==> src/rtl/assert_macros.svh <==
// Assertion macros shared by the hashed duplicate filter RTL.
// No dependencies; included by the files that carry assertions.
`ifndef ASSERT_MACROS_SVH
`define ASSERT_MACROS_SVH

`ifndef ASSERT_OFF
`define ASSERT_CLK(name, clk, rst_n, prop, msg) \
    name: assert property (@(posedge clk) disable iff (!rst_n) prop) else $error(msg);
`define ASSERT_NEVER(name, clk, rst_n, expr, msg) \
    name: assert property (@(posedge clk) disable iff (!rst_n) !(expr)) else $error(msg);
`else
`define ASSERT_CLK(name, clk, rst_n, prop, msg)
`define ASSERT_NEVER(name, clk, rst_n, expr, msg)
`endif

`endif

==> src/rtl/hdf_pkg.sv <==
// Package for the hashed duplicate filter: widths, defaults and the
// command/status structs between controller and datapath. No dependencies.
`default_nettype none

package hdf_pkg;

    localparam int unsigned HashW         = 32;
    localparam int unsigned DefNumBuckets = 256;
    localparam int unsigned DefBucketCap  = 16;

    typedef struct packed {
        logic clr_step;
        logic load_hash;
        logic mod_step;
        logic srch_init;
        logic probe;
        logic cmp;
        logic decide;
        logic shift;
        logic insert;
        logic load_out;
    } t_dp_cmd;

    typedef struct packed {
        logic clr_last;
        logic mod_done;
        logic srch_done;
        logic found;
        logic full;
        logic at_pos;
        logic shift_last;
        logic out_free;
    } t_dp_sts;

endpackage

`default_nettype wire

==> src/rtl/hdf_ctrl.sv <==
// Controller state machine of the hashed duplicate filter.
// Depends on hdf_pkg and assert_macros.svh.
`default_nettype none
`include "assert_macros.svh"

module hdf_ctrl import hdf_pkg::*; (
    input  wire logic    i_clk,
    input  wire logic    i_rst_n,
    input  wire logic    i_in_valid,
    output logic         o_in_ready,
    output t_dp_cmd      o_cmd,
    input  wire t_dp_sts i_sts
);

    localparam logic [3:0] S_CLEAR  = 4'd0;
    localparam logic [3:0] S_IDLE   = 4'd1;
    localparam logic [3:0] S_MOD    = 4'd2;
    localparam logic [3:0] S_CNT    = 4'd3;
    localparam logic [3:0] S_CNTW   = 4'd4;
    localparam logic [3:0] S_PROBE  = 4'd5;
    localparam logic [3:0] S_CMP    = 4'd6;
    localparam logic [3:0] S_DECIDE = 4'd7;
    localparam logic [3:0] S_SHIFT  = 4'd8;
    localparam logic [3:0] S_INSERT = 4'd9;
    localparam logic [3:0] S_DONE   = 4'd10;

    logic [3:0] r_state;
    logic [3:0] n_state;

    always_comb begin
        n_state    = r_state;
        o_cmd      = '0;
        o_in_ready = 1'b0;
        unique case (r_state)
            S_CLEAR: begin
                o_cmd.clr_step = 1'b1;
                if (i_sts.clr_last) begin
                    n_state = S_IDLE;
                end
            end
            S_IDLE: begin
                o_in_ready = 1'b1;
                if (i_in_valid) begin
                    o_cmd.load_hash = 1'b1;
                    n_state         = S_MOD;
                end
            end
            S_MOD: begin
                o_cmd.mod_step = 1'b1;
                if (i_sts.mod_done) begin
                    n_state = S_CNT;
                end
            end
            S_CNT: begin
                n_state = S_CNTW;
            end
            S_CNTW: begin
                o_cmd.srch_init = 1'b1;
                n_state         = S_PROBE;
            end
            S_PROBE: begin
                if (i_sts.srch_done) begin
                    n_state = S_DECIDE;
                end else begin
                    o_cmd.probe = 1'b1;
                    n_state     = S_CMP;
                end
            end
            S_CMP: begin
                o_cmd.cmp = 1'b1;
                n_state   = S_PROBE;
            end
            S_DECIDE: begin
                o_cmd.decide = 1'b1;
                if (i_sts.found || i_sts.full) begin
                    n_state = S_DONE;
                end else if (i_sts.at_pos) begin
                    n_state = S_INSERT;
                end else begin
                    n_state = S_SHIFT;
                end
            end
            S_SHIFT: begin
                o_cmd.shift = 1'b1;
                if (i_sts.shift_last) begin
                    n_state = S_INSERT;
                end
            end
            S_INSERT: begin
                o_cmd.insert = 1'b1;
                n_state      = S_DONE;
            end
            S_DONE: begin
                if (i_sts.out_free) begin
                    o_cmd.load_out = 1'b1;
                    n_state        = S_IDLE;
                end
            end
            default: begin
                n_state = S_IDLE;
            end
        endcase
    end

    always_ff @(posedge i_clk) begin
        if (!i_rst_n) begin
            r_state <= S_CLEAR;
        end else begin
            r_state <= n_state;
        end
    end

    `ASSERT_NEVER(a_insert_ok, i_clk, i_rst_n,
        (r_state == S_INSERT) && (i_sts.full || i_sts.found),
        "insert into full bucket or over a match")
    `ASSERT_NEVER(a_shift_pos, i_clk, i_rst_n,
        (r_state == S_SHIFT) && i_sts.at_pos,
        "shift with insert position at list end")
    `ASSERT_CLK(a_accept_mod, i_clk, i_rst_n,
        ((r_state == S_IDLE) && i_in_valid) |=> (r_state == S_MOD),
        "accepted transaction not followed by bucket select")

endmodule

`default_nettype wire

==> config.mk <==
export PLATFORM = sky130hd
export DESIGN_NAME = hdf_ctrl
export DESIGN_NICKNAME = d
export VERILOG_FILES = /design/src/rtl/hdf_pkg.sv /design/src/rtl/hdf_ctrl.sv
export VERILOG_INCLUDE_DIRS = /design/src /design/src/rtl
export SDC_FILE = /design/constraint.sdc
export NUM_CORES = 1
export LEC_CHECK = 0
export ABC_AREA = 1
export BUFFER_PORTS_ARGS = -buffer_cell sky130_fd_sc_hd__buf_2
export CAP_MARGIN = 30
export CORE_UTILIZATION = 30
export DETAILED_ROUTE_END_ITERATION = 12
export GPL_ROUTABILITY_DRIVEN = 0
export GPL_TIMING_DRIVEN = 1
export PLACE_DENSITY = 0.67
export SYNTH_ARGS = -nofsm -noshare
export SYNTH_HDL_FRONTEND = slang
export SYNTH_SLANG_ARGS = --single-unit
export TNS_END_PERCENT = 30
==> constraint.sdc <==
create_clock -name i_clk -period 1.24 [get_ports i_clk]
set_input_delay 0.248 -clock i_clk [delete_from_list [all_inputs] [get_ports i_clk]]
set_output_delay 0.248 -clock i_clk [all_outputs]
set_load 0.05 [all_outputs]
==> flow_summary.json, run 1 <==
{
  "routed_wl_mm": 1.52,
  "skew_ns": 0.0112,
  "ant_nets": 0,
  "rr_worst_depth": 9,
  "critical_path.max_stage_delay_ns": 0.37,
  "cts_tree": "yes",
  "peakVddDrop_uv": 1310,
  "synth_area_leaders": "nand2_1, nor2_1, dfxtp_1, inv_1, nand3_1",
  "clkSinkCount": 4,
  "port_buffers": 21,
  "post-synth-top-area-cell": "nand2_1",
  "async_reset_ff_frac": 0,
  "finalSetupTns_ns": -1.33,
  "diodes": 0,
  "maxSlewHeadroom": 0.795,
  "crit_family": "flip-flops",
  "cp.required_ns": 0.99,
  "ys_ff_latch": 4,
  "hold_path_depth": 3,
  "clock_path_buffers": 2,
  "synth_seq_area_share": 0.190,
  "finalMaxSlewViolations": 0,
  "die_y_um": 39.5,
  "coreArea_mm2": 0.00130,
  "rrSetupSlack_ns": -0.06,
  "power_density_mw_per_mm2": 2480,
  "ys_top_cells_by_count": "nand2_1, nor2_1, inv_1, nand3_1, dfxtp_1",
  "cts_max_level": 1,
  "wl_per_cell_um": 11.1,
  "synthFlopType": "dfxtp_1",
  "grt_setup_unrepaired": "true",
  "yosysUniqueCellTypes": 11,
  "arrival_ns": 1.19,
  "vias": 611,
  "fmaxAchievable_ghz": 0.696,
  "finalCriticalPeriod_ns": 1.44,
  "cp_max_fo": 4,
  "grt_usage": 0.196,
  "drv_cap": 0,
  "leakage_nw": 0.473,
  "rows": 13,
  "viasPerCell": 4.46,
  "cp.depth": 5,
  "regMostFlops": "r_state",
  "slowest_stage": "dfxtp_4",
  "ctsRootBufferMaster": "clkbuf_4",
  "grt_start_max_net_pins": 8,
  "worstSetupEndpointType": "primary output",
  "first_pass_iters": 4,
  "period_share": 1.16,
  "yosysWarningCount": 0,
  "synth_edf_count": 0,
  "holdBufCountCts": 0,
  "die_x_um": 39.5,
  "syn_inst": 88,
  "grt_pass1_vias": 524,
  "largestRegisters": "r_state x4",
  "synth.most_common_cell": "nand2_1",
  "largest_register_ffs": 4,
  "cp_num_buf_inv": 2,
  "initial_core_util": 0.324,
  "drc": 0,
  "worst_slack_ns": -0.197,
  "dp.cells": 130,
  "ios": 22,
  "dpl.hpwl_um": 972,
  "hold_violations": 0,
  "clkTransAtPathRegs_ns": 0.04,
  "die-area_mm2": 0.00156,
  "antenna_found_initial": 0,
  "setup_viol": 14,
  "synth_nets": 99,
  "hold_class": "input pin to flip-flop",
  "syn_avg_cell_area_um2": 4.79,
  "finalNonFillerCells": 137,
  "drive_gt1_frac": 0.557,
  "crit_chain": "inv_4 -> nor2_4 -> nand2_2 -> nor2_2 -> buf_6",
  "netlist_area_um2": 422,
  "total_power_w": 0.00214,
  "start_kind": "flip-flop",
  "grt_pass1_wl_mm": 2.05,
  "violations": "negative setup slack",
  "synthDominantCellAreaShare": 0.258,
  "nNetsFinal": 135,
  "numCtsBuffers": 3,
  "syn_to_final_growth_pct": 104,
  "clock_latency_ns": 0.24,
  "drtIter0Drc": 4,
  "outcome": "finished with violations",
  "gr-total-overflow": 0,
  "worstMarginPinSlew_ns": 0.305,
  "path_class": "flip-flop to primary output"
}
==> path summary, 6_finish.rpt <==
kind | from | end
setup reg to reg | r_state[0]$_SDFFE_PN0P_ | r_state[0]$_SDFFE_PN0P_
hold reg to reg | r_state[3]$_SDFFE_PN0P_ | r_state[3]$_SDFFE_PN0P_
hold / removal | i_rst_n | r_state[2]$_SDFFE_PN0P_
setup / recovery | r_state[0]$_SDFFE_PN0P_ | o_cmd[8]
==> per-stage QoR <==
step / setup WS (ns) / cell area, um2 / hold WS (ns) / utilization
6_report: -0.197 / 861 / 0.257 / 0.662
5_1_grt: -0.237 / 861 / 0.262 / 0.662
4_1_cts: -0.142 / 757 / 0.247 / 0.582
3_5_place_dp: -0.0606 / 622 / 0.502 / 0.478
3_3_place_gp: -0.0530 / 622 / 0.499 / 0.478
2_1_floorplan: -0.183 / 453 / 0.360 / -
==> worst min-delay path: stages <==
cell and delay [ns]:
buf_2 0.12, inv_1 0.05, nor2_1 0.03
==> layer usage <==
metal,global-route usage,up-vias,part of all wire
met2,0.348,19,0.52
met3,0.0170,2,0.032
met4,0.103,0,0.0092
met5,0,-,0
li1,-,331,-
met1,0.225,259,0.44
==> repair_timing <==
action                     4_1_cts  5_1_grt
setup endpoints to repair       13       14
resized for setup               38       25
pin swaps                        5        8
setup buffers                    1        3
gates cloned                     0        0
hold endpoints to repair         0        0
==> where the power goes <==
part	total, W	switching (W)	internal, W	leakage, nW
Combinational	0.00164	0.00101	0.000637	0.424
Sequential	0.000326	0.000122	0.000204	0.0356
Clock	0.000169	0.0000602	0.000109	0.0138
Total	0.00214	0.00119	0.000949	0.473
==> final cells by class <==
type                       instances  area (um2)
sequential                         4        95.1
clock buffer                       3        22.5
inverter                          15        66.3
tap                               15        18.8
timing repair buffer              31         256
multi-input combinational         69         402
fill                             119         440
==> cells by family (layout without fill, tap and decap cells) <==
logic type,Yosys count,after routing,synth area share
compound gates,1,1,0.0119
buf+inv,15,49,0.134
simple gates,68,68,0.665
flops,4,4,0.190
==> placed cells by master, fill, tap and decap left out, types with 2 or more instances in the layout <==
cell type | netlist | layout
inv_1 | 14 | 10
nand2_2 | 0 | 5
buf_4 | 0 | 10
inv_4 | 0 | 2
inv_2 | 1 | 2
nor2_1 | 27 | 13
nor2_2 | 1 | 8
nor2_4 | 1 | 8
clkbuf_4 | 0 | 3
buf_6 | 0 | 9
nand2_4 | 0 | 3
nand2_1 | 29 | 21
nand3_1 | 8 | 8
buf_8 | 0 | 2
buf_2 | 0 | 10
dfxtp_4 | 0 | 4
No activity file was read; power rests on OpenSTA's default activity.
==> run 2, diff against run 1 <==
--- a/config.mk
+++ b/config.mk
@@ -14,6 +14,7 @@
 export GPL_ROUTABILITY_DRIVEN = 0
 export GPL_TIMING_DRIVEN = 1
 export PLACE_DENSITY = 0.67
+export SETUP_SLACK_MARGIN = 0.1
 export SYNTH_ARGS = -nofsm -noshare
 export SYNTH_HDL_FRONTEND = slang
 export SYNTH_SLANG_ARGS = --single-unit
==> flow_summary.json, run 2 (synthesized netlist as in run 1, its figures left out) <==
{
  "leakage_nw": 0.506,
  "initial_core_util": 0.324,
  "drive_gt1_frac": 0.571,
  "numCtsBuffers": 3,
  "cts_max_level": 1,
  "seq_power_share": 0.141,
  "ios": 22,
  "outcome": "finished with violations",
  "regMostFlops": "r_state",
  "largest_register_ffs": 4,
  "layout_commonest_cell": "nand2_1",
  "diodes": 0,
  "nNetsFinal": 139,
  "drc": 0,
  "hold_class": "input pin to flip-flop",
  "cp_max_fo": 4,
  "finalCriticalPeriod_ns": 1.39,
  "violations": "negative setup slack",
  "maxSlewHeadroom": 0.846,
  "worstMarginPinSlew_ns": 0.229,
  "dpl.hpwl_mm": 1.08,
  "grt_pass1_wl_mm": 2.34,
  "drtIter0Drc": 8,
  "grt.busiest_layer": "met2",
  "antenna_found_initial": 0,
  "clock_path_buffers": 2,
  "finalMaxSlewViolations": 0,
  "peakVddDrop_uv": 1050,
  "clkSinkCount": 4,
  "gr-total-overflow": 0,
  "ant_nets": 0,
  "arrival_ns": 1.15,
  "syn_to_final_growth_pct": 116,
  "met3_usage": 0.0398,
  "viasPerCell": 4.53,
  "port_buffers": 21,
  "fmaxAchievable_ghz": 0.717,
  "final_util": 0.701,
  "place_ws_ns": -0.0923,
  "pwr-share-clk": 0.073,
  "hold_violations": 0,
  "swShare": 0.546,
  "worst_slack_ns": -0.155,
  "largestRegisters": "r_state x4",
  "grt.met1_usage": 0.253,
  "rows": 13,
  "grt_start_max_net_pins": 7,
  "drv_cap": 0,
  "grt_setup_unrepaired": "true",
  "ctsRootBufferMaster": "clkbuf_4",
  "layout_common_cells": "nand2_1, nor2_1, buf_4",
  "worstSetupEndpointType": "primary output",
  "clock_latency_ns": 0.23,
  "use_met2": 0.393,
  "coreArea_mm2": 0.00130,
  "vias": 639,
  "grt_usage": 0.230,
  "p_sw_w": 0.00120,
  "die_x_um": 39.5,
  "clkTransAtPathRegs_ns": 0.04,
  "cts_tree": "yes",
  "grt_pass1_vias": 578,
  "routed_wl_mm": 1.50,
  "path_class": "flip-flop to primary output",
  "first_pass_iters": 2,
  "die-area_mm2": 0.00156,
  "finalSetupTns_ns": -1.41,
  "power_density_mw_per_mm2": 2410,
  "wl_per_cell_um": 10.6,
  "cp.required_ns": 0.99,
  "holdBufCountCts": 0,
  "setup_viol": 14,
  "start_kind": "flip-flop",
  "power_frac_comb": 0.786,
  "die_y_um": 39.5,
  "power_report.internal_total_w": 0.000997,
  "period_share": 1.12,
  "skew_ns": 0.00272,
  "total_power_w": 0.00220
}
## run 2: worst max-delay path: stages, from the launching register on
cell and delay (ns):
dfxtp_2 0.35, inv_2 0.07, nor2_4 0.15, nand2_2 0.10, nor2_4 0.09, buf_6 0.16
## run 2: final cells by class
type | count | area (um2)
Timing Repair Buffer | 35 | 298
Inverter | 15 | 63.8
Multi-Input combinational cell | 69 | 417
Tap cell | 15 | 18.8
Fill cell | 96 | 389
Clock buffer | 3 | 22.5
Sequential cell | 4 | 92.6
## run 2: repair_timing
action	CTS	global route
buffers inserted	2	0
pin swaps	2	2
resized for setup	44	12
setup endpoints to repair	14	15
## run 2: path summary, 6_finish.rpt
path                            slack, ns  cells past startpoint                 endpoint                     from
worst max-delay path                -0.15                      5                 o_cmd[8]  r_state[0]$_SDFFE_PN0P_
worst min-delay path                 0.25                      3  r_state[2]$_SDFFE_PN0P_                  i_rst_n
worst min register to register       0.57                      2  r_state[3]$_SDFFE_PN0P_  r_state[3]$_SDFFE_PN0P_
worst max register to register      -0.03                      9  r_state[3]$_SDFFE_PN0P_  r_state[3]$_SDFFE_PN0P_
## run 2: metal layers
metal / up-vias / part of all wire
li1: 343 / -
met1: 283 / 0.42
met2: 11 / 0.55
met3: 2 / 0.015
met4: 0 / 0.011
met5: - / 0
## run 2: metrics by stage
stage | cells | hold WS (ns) | cell area, um2
after floorplan | 88 | 0.360 | 497
after global placement | 136 | 0.505 | 711
after detailed placement | 136 | 0.507 | 711
after CTS | 141 | 0.244 | 876
after global routing | 141 | 0.267 | 912
final | 141 | 0.254 | 912
## run 2: power groups by stage
stage | Combinational (W) | Sequential, W | Clock (W)
final | 0.00173 | 0.000310 | 0.000160
after global routing | 0.00187 | 0.000319 | 0.000174
after CTS | 0.00163 | 0.000286 | 0.000173
after detailed placement | 0.00143 | 0.000237 | 0
after global placement | 0.00142 | 0.000232 | 0
after floorplan | 0.00100 | 0.000232 | 0
